--- config.mk ---
export PLATFORM = sky130hd
export DESIGN_NAME = connected_component_sizes_unit
export DESIGN_NICKNAME = d
export VERILOG_FILES = /design/src/hdl/ccs_pkg.sv /design/src/hdl/ccs_ram.sv /design/src/hdl/connected_component_sizes_unit.sv
export SDC_FILE = /design/constraint.sdc
export NUM_CORES = 2
export LEC_CHECK = 0
export BUFFER_PORTS_ARGS = -buffer_cell sky130_fd_sc_hd__buf_2
export CAP_MARGIN = 10
export CORE_AREA = 2 2 697 699
export DETAILED_ROUTE_END_ITERATION = 10
export DIE_AREA = 0 0 699 701
export GPL_TIMING_DRIVEN = 0
export PLACE_DENSITY_LB_ADDON = 0.2
export RECOVER_POWER = 25
export SLEW_MARGIN = 10
export SYNTH_ARGS = -nofsm -noshare
export SYNTH_HDL_FRONTEND = slang
export SYNTH_SLANG_ARGS = --single-unit
--- constraint.sdc ---
create_clock -name clk -period 19.3 [get_ports clk]
set_input_delay 3.86 -clock clk [delete_from_list [all_inputs] [get_ports clk]]
set_output_delay 3.86 -clock clk [all_outputs]
set_load 0.01 [all_outputs]
--- src/hdl/ccs_pkg.sv ---
// Package for the connected component sizes unit.
// Request codes, walk state encoding and the stream payload types.
// No dependencies.
`default_nettype none
package ccs_pkg;
  localparam int FIELD_W = 7;

  typedef enum logic [1:0] {
    REQ_ADD   = 2'd0,
    REQ_RUN   = 2'd1,
    REQ_CLEAR = 2'd2,
    REQ_NONE  = 2'd3
  } req_t;

  typedef enum logic [6:0] {
    ST_IDLE  = 7'b0000001,
    ST_SEED  = 7'b0000010,
    ST_POP   = 7'b0000100,
    ST_SCAN  = 7'b0001000,
    ST_EMIT  = 7'b0010000,
    ST_NEXT  = 7'b0100000,
    ST_WAIT  = 7'b1000000
  } state_t;

  typedef struct packed {
    logic [FIELD_W-1:0] seed_vertex;
    logic [FIELD_W-1:0] component_size;
    logic               last_component;
  } result_t;
endpackage
`default_nettype wire

--- src/hdl/ccs_ram.sv ---
// Generic single-port-write, single-port-read RAM with registered read.
// No dependencies.
`default_nettype none
module ccs_ram #(
  parameter int WIDTH = 8,
  parameter int DEPTH = 16
) (
  input  wire logic                     clk,
  input  wire logic                     we,
  input  wire logic [$clog2(DEPTH)-1:0] waddr,
  input  wire logic [WIDTH-1:0]         wdata,
  input  wire logic [$clog2(DEPTH)-1:0] raddr,
  output      logic [WIDTH-1:0]         rdata
);
  logic [WIDTH-1:0] mem [DEPTH];

  always_ff @(posedge clk) begin
    if (we) mem[waddr] <= wdata;
    rdata <= mem[raddr];
  end
endmodule
`default_nettype wire

--- src/hdl/connected_component_sizes_unit.sv ---
// Top level of the connected component sizes unit.
// Uses ccs_pkg and ccs_ram (edge store and walk stack).
//
// Usage: in_ beats carry a request. Add-edge beats (one per cycle while idle) append
// an in-range edge to the edge store while it has room; clear beats empty it; run
// beats start a depth-first component search that emits one out_ beat per component
// (seed vertex and size, tlast on the final one).
// Each popped vertex scans every stored edge, one edge per cycle, through the
// registered read port of the edge store.
// in_tready is low during a run. The result sits in an output register; when
// the receiver stalls, the walk holds at the next result until the waiting one
// is taken.
// Reset empties the edge store, clears the visited map and sets vertex_count
// to 64. The visited map is flip-flops cleared at the start of each run. Configuration
// (vertex_count at address 0) is written over the APB-style port; the user must write
// it only while idle, which the block does not enforce. Reads return the register.
`default_nettype none
module connected_component_sizes_unit #(
  parameter int MAX_VERTICES = 64,
  parameter int MAX_EDGES    = 256
) (
  input  wire logic        clk,
  input  wire logic        rst_n,
  input  wire logic        in_tvalid,
  output      logic        in_tready,
  input  wire logic [15:0] in_tdata,   // edge_from[6:0], edge_to[13:7], zeros
  input  wire logic [1:0]  in_tuser,   // req_type[1:0]
  output      logic        out_tvalid,
  input  wire logic        out_tready,
  output      logic [15:0] out_tdata,  // seed_vertex[6:0], component_size[13:7], zeros
  output      logic        out_tlast,
  input  wire logic        cfg_psel,
  input  wire logic        cfg_penable,
  input  wire logic        cfg_pwrite,
  input  wire logic [1:0]  cfg_paddr,
  input  wire logic [31:0] cfg_pwdata,
  output      logic [31:0] cfg_prdata,
  output      logic        cfg_pready
);
  import ccs_pkg::*;

  localparam int VW = $clog2(MAX_VERTICES);
  localparam int EW = (MAX_EDGES > 1) ? $clog2(MAX_EDGES) : 1;
  localparam int TW = $clog2(MAX_EDGES + 1);
  localparam int CW = $clog2(MAX_VERTICES + 1);

  logic [6:0]    vcount_r;
  logic [TW-1:0] etotal_r;
  state_t        state_r;
  logic [MAX_VERTICES-1:0] vis_r;
  logic [VW-1:0] seed_r;
  logic [VW-1:0] node_r;
  logic [CW-1:0] sp_r;
  logic [CW-1:0] size_r;
  logic [TW-1:0] eidx_r;
  logic          rvalid_r;
  logic          ovalid_r;
  result_t       res_r;

  // effective vertex count clipped to 1..MAX_VERTICES
  logic [CW:0] nlive;
  always_comb begin
    if (vcount_r == '0) nlive = (CW+1)'(1);
    else if (32'(vcount_r) > MAX_VERTICES) nlive = (CW+1)'(MAX_VERTICES);
    else nlive = (CW+1)'(vcount_r);
  end

  // edge store
  logic [2*VW-1:0] e_rdata;
  logic            e_we;
  logic [6:0]      fr, to;
  assign fr = in_tdata[6:0];
  assign to = in_tdata[13:7];
  logic edge_ok;
  assign edge_ok = fr != 7'd0 && to != 7'd0 && (CW+1)'(fr) <= nlive && (CW+1)'(to) <= nlive
                 && etotal_r < TW'(MAX_EDGES);
  logic in_acc;
  assign in_acc = in_tvalid && in_tready;
  assign e_we = in_acc && in_tuser == REQ_ADD && edge_ok;
  logic [VW-1:0] fr0, to0;
  assign fr0 = VW'(fr - 7'd1);
  assign to0 = VW'(to - 7'd1);

  ccs_ram #(.WIDTH(2*VW), .DEPTH(MAX_EDGES)) u_edges (
    .clk, .we(e_we), .waddr(etotal_r[EW-1:0]), .wdata({to0, fr0}),
    .raddr(eidx_r[EW-1:0]), .rdata(e_rdata)
  );

  // walk stack
  logic          s_we;
  logic [VW-1:0] s_wdata;
  logic [VW-1:0] s_rdata;
  logic [VW-1:0] s_waddr;
  ccs_ram #(.WIDTH(VW), .DEPTH(MAX_VERTICES)) u_stack (
    .clk, .we(s_we), .waddr(s_waddr), .wdata(s_wdata),
    .raddr(VW'(sp_r - CW'(1))), .rdata(s_rdata)
  );

  // scan decode of the edge read in the previous cycle
  logic [VW-1:0] ea, eb;
  assign ea = e_rdata[VW-1:0];
  assign eb = e_rdata[2*VW-1:VW];
  logic in_rng, push;
  logic [VW-1:0] pushv;
  always_comb begin
    in_rng = (CW+1)'(ea) < nlive && (CW+1)'(eb) < nlive;
    push = 1'b0;
    pushv = ea;
    if (in_rng && ea == node_r && !vis_r[eb]) begin
      push = 1'b1;
      pushv = eb;
    end else if (in_rng && eb == node_r && !vis_r[ea]) begin
      push = 1'b1;
      pushv = ea;
    end
  end

  assign s_we    = (state_r == ST_SEED) || (state_r == ST_SCAN && rvalid_r && push);
  assign s_wdata = (state_r == ST_SEED) ? seed_r : pushv;
  assign s_waddr = sp_r[VW-1:0];

  // lowest unvisited vertex below the live count (next seed)
  logic          found;
  logic [VW-1:0] nxt_seed;
  always_comb begin
    found = 1'b0;
    nxt_seed = seed_r;
    for (int i = MAX_VERTICES - 1; i >= 0; i--) begin
      if (!vis_r[i] && (CW+1)'(i) < nlive) begin
        found = 1'b1;
        nxt_seed = VW'(i);
      end
    end
  end

  assign in_tready = state_r == ST_IDLE;

  always_ff @(posedge clk) begin
    if (!rst_n) begin
      state_r  <= ST_IDLE;
      vcount_r <= 7'd64;
      etotal_r <= '0;
      vis_r    <= '0;
      sp_r     <= '0;
      ovalid_r <= 1'b0;
      rvalid_r <= 1'b0;
    end else begin
      if (cfg_psel && cfg_penable && cfg_pwrite && cfg_paddr == 2'd0)
        vcount_r <= cfg_pwdata[6:0];
      if (ovalid_r && out_tready && state_r != ST_EMIT) ovalid_r <= 1'b0;
      case (state_r)
        ST_IDLE: begin
          if (in_acc) begin
            case (in_tuser)
              REQ_ADD:   if (edge_ok) etotal_r <= etotal_r + TW'(1);
              REQ_CLEAR: etotal_r <= '0;
              REQ_RUN: begin
                vis_r   <= '0;
                seed_r  <= '0;
                state_r <= ST_SEED;
              end
              default: ;
            endcase
          end
        end
        ST_SEED: begin
          vis_r[seed_r] <= 1'b1;
          sp_r    <= CW'(1);
          size_r  <= CW'(1);
          state_r <= ST_POP;
        end
        ST_POP: begin
          if (sp_r == '0) begin
            state_r <= ST_EMIT;
          end else begin
            state_r <= ST_WAIT;
          end
        end
        ST_WAIT: begin
          node_r  <= s_rdata;
          sp_r    <= sp_r - CW'(1);
          eidx_r  <= '0;
          state_r <= ST_SCAN;
        end
        ST_SCAN: begin
          if (rvalid_r && push) begin
            vis_r[pushv] <= 1'b1;
            sp_r   <= sp_r + CW'(1);
            size_r <= size_r + CW'(1);
          end
          if (eidx_r < etotal_r) begin
            eidx_r   <= eidx_r + TW'(1);
            rvalid_r <= 1'b1;
          end else begin
            rvalid_r <= 1'b0;
            if (!rvalid_r) state_r <= ST_POP;
          end
        end
        ST_EMIT: begin
          if (!ovalid_r || out_tready) begin
            ovalid_r <= 1'b1;
            res_r.seed_vertex    <= 7'(seed_r) + 7'd1;
            res_r.component_size <= 7'(size_r);
            res_r.last_component <= !found;
            state_r <= ST_NEXT;
          end
        end
        ST_NEXT: begin
          if (found) begin
            seed_r  <= nxt_seed;
            state_r <= ST_SEED;
          end else begin
            state_r <= ST_IDLE;
          end
        end
        default: state_r <= ST_IDLE;
      endcase
    end
  end

  assign out_tvalid = ovalid_r;
  assign out_tdata  = {2'b00, res_r.component_size, res_r.seed_vertex};
  assign out_tlast  = res_r.last_component;
  assign cfg_prdata = {25'd0, vcount_r};
  assign cfg_pready = 1'b1;

  a_ready_idle: assert property (@(posedge clk) disable iff (!rst_n)
    in_tready |-> state_r == ST_IDLE) else $error("ready outside idle");
  a_out_hold: assert property (@(posedge clk) disable iff (!rst_n)
    out_tvalid && !out_tready |=> out_tvalid && $stable(out_tdata))
    else $error("result dropped");
  a_etotal: assert property (@(posedge clk) disable iff (!rst_n)
    etotal_r <= TW'(MAX_EDGES)) else $error("edge total overflow");
  a_seed_vis: assert property (@(posedge clk) disable iff (!rst_n)
    state_r == ST_POP |-> vis_r[seed_r]) else $error("seed not visited");
endmodule
`default_nettype wire

==> flow_summary.ini <==
[timing]
slew_headroom_pct = -352.0
post-route-period-util_pct = 69.60
setup_violations = 0
tns_ns = 0
rsz0062_at_grt = no
min_period_ns = 13.43
maxSlewViolCount = 1040
tightestPinTransition_ns = 6.780
final_hold_viol_count = 0
hold_slack_ns = 0.4101
fin_skew_ns = 0.1111
max_freq_mhz = 74.44

[logic_synthesis]
ys_top_cells_by_area = edfxtp_1, mux4_2, dfxtp_1
syn_inst = 6885
yosys.area_share.simple_pct = 3.011
ys_warn_count = 0
yosysMostFrequentCell = edfxtp_1
yosysSeqAreaShare_pct = 74.43
synth_compound_area_share_pct = 2.492
yosysTopAreaCell = edfxtp_1
yosys_register_bits = 3613
synthAdderAreaFrac_pct = 0.3904
yosys-mux-area-fraction_pct = 18.03
synthArstFlopShare_pct = 0
synth_top_area_share_pct = 72.85
synth_common_cells = edfxtp_1, mux4_2, nor2_1
synth_xor_area_share_pct = 0.2490
synth_top_family_by_area = multiplexers
yosys.cell_types.count = 79
ys.flop_type = edfxtp_1
syn_area_um2 = 144200
syn_area_per_cell_um2 = 20.95
synth_edf_count = 3499

[drt]
detail-route-antenna-nets = 0
drcViolationCount = 0
viasPerCell = 5.324
vias = 76690
drt_iter0_drc = 9931
wl_um = 480100
dr.pass1.iters = 6
wl_per_cell_um = 33.33

[worst_setup_path]
cp-start-kind = input port
crit_path_end = u_edges.mem[156][2]$_DFFE_PP_
cp.arrival_ns = 14.03
crit_path_end_kind = register
worstSetupPathType = in2reg
ff2ff_setup_slack_ns = 11.90
critPathLaunch = in_tdata[0]
r2r_start = eidx_r[2]$_SDFFCE_PN0P_
worstPathRequired_ns = 19.90
r2r_cells = 10
timing.rr.end = u_edges.rdata[11]$_DFF_P_
path_max_fanout = 120

[pwr]
irDropWorstVdd_mv = 0.07071
pwr_density_cell_nw_per_um2 = 99.85
p_leak_nw = 50.59

[global_routing]
grt_first_pass_wirelength_um = 650200
grt_pass1_vias = 76330
grt_max_degree = 141
grt.overflow.total = 0
antenna_found_initial = 26
track_usage_pct = 19.15

[cells_and_area]
drive_gt1_share_pct = 30.37
fin_nets = 7758
layout.area.seq_um2 = 107400
fin_util_pct = 35.27
area_delta_synth_final_pct = 17.81
multi_input_area_um2 = 35740
fillers = 44810
design_area_um2 = 169900

[die]
die-area_um2 = 490000
io_pins = 111
start_util_pct = 29.94
die-height_um = 701
core_area_um2 = 481800
core.rowCount = 255
die_w_um = 699

[run_status]
violations = capacitance limit, slew limit
status = complete, but fails checks

[clocking]
clock_path_buffers = 4
htreeDepth = 5
cts_resized = 0
insertion_delay_ns = 1.02
cts_hold_buf = 0
clock-sinks = 3613
cts_inserted_buffers = 389
cts_tree = done
post_cts_buffers = 0
path_clk_slew_ns = 0.06
root_buffer = clkbuf_16

[hold_path]
hold_path.class = reg2reg

[placed_design]
dpl_cell_area_um2 = 158400
place_hpwl_um = 340300
portBuffers = 54
gp_routability_congestion = 0.9029

[job]
drv_cap = 22
layout make-up:
class / count / area share [%]
Inverter: 54 / 0.1259
Tap cell: 6425 / 4.731
Clock inverter: 241 / 1.272
Timing Repair Buffer: 352 / 2.591
Buffer: 441 / 1.144
Clock buffer: 468 / 5.909
Multi-Input combinational cell: 2803 / 21.03
Sequential cell: 3613 / 63.18
Antenna cell: 9 / 0.01325
layout by cell type (no fill, tap or decap), types with 114 or more instances in the layout:
cell	instances
buf_2	117
o21ai_0	116
a21oi_1	114
clkbuf_16	389
nor2_2	239
clkbuf_1	345
buf_8	125
mux4_2	1126
nand2_1	143
dfxtp_1	114
edfxtp_1	3499
nor2_1	250
worst min path at each step:
stage	from	endpoint	slack, ns	cells past startpoint
detailed placement	u_stack.rdata[0]$_DFF_P_	node_r[0]$_DFFE_PP_	0.40	0
global route	u_stack.rdata[5]$_DFF_P_	node_r[5]$_DFFE_PP_	0.41	0
finish	u_stack.rdata[3]$_DFF_P_	node_r[3]$_DFFE_PP_	0.41	0
global placement	u_stack.rdata[3]$_DFF_P_	node_r[3]$_DFFE_PP_	0.39	0
CTS	u_stack.rdata[0]$_DFF_P_	node_r[0]$_DFFE_PP_	0.42	0
floorplan	u_stack.rdata[0]$_DFF_P_	node_r[0]$_DFFE_PP_	0.39	0
critical path, stage by stage:
cell and delay [ns]:
clkbuf_1 0.16, inv_8 0.08, clkbuf_1 4.56, ha_1 0.65
nor2b_1 0.07, o21a_1 0.16, o21ai_0 0.14, a21oi_1 0.09
o31ai_1 0.40, and4_1 0.57, clkbuf_1 0.40, buf_1 0.43
nand4_1 0.85, clkbuf_1 0.51, nor2_1 1.01
cell families (layout without fill, tap and decap cells):
| family | Yosys count | in the layout |
|---|---|---|
| flip-flops | 3613 | 3613 |
| multiplexers | 1190 | 1190 |
| AND/OR/NAND/NOR | 955 | 955 |
| AO/OA/AOI/OAI | 544 | 544 |
| buffers and inverters | 495 | 1556 |
| adder cells (fa/ha/maj) | 45 | 45 |
| XOR/XNOR | 41 | 41 |
| other | 2 | 37 |
where the power goes:
part | switching [mW] | total, mW | internal (mW)
Sequential | 0.0187 | 8.75 | 8.74
Clock | 3.17 | 7.26 | 4.08
Combinational | 0.683 | 0.955 | 0.272
metrics by stage:
step	setup slack [ns]	instances	power (mW)
2_1_floorplan	3.109	6911	9.462
3_3_place_gp	-12.57	13390	9.925
3_5_place_dp	9.634	13680	9.892
4_1_cts	10.72	14390	17.12
5_1_grt	5.512	14400	17.45
6_report	5.867	14410	16.97
sequential cells by signal, summed over array words and instances (netlist names), 7 cells and up:
signal,count
eidx_r,9
etotal_r,9
out_tdata,14
size_r,7
sp_r,7
state_r,7
u_edges.mem,3072
u_edges.rdata,12
u_stack.mem,384
vcount_r,7
vis_r,64
per-layer routing:
metal  global-route usage (%)  vias up  share of wire, %
met5                        0        -            0.0027
met4                    5.041        2               3.0
met3                    3.402      640               7.4
met2                    30.98     3326                47
met1                    26.72    42220                42
li1                         -    30500                 -
(Power assumes the default switching activity.)
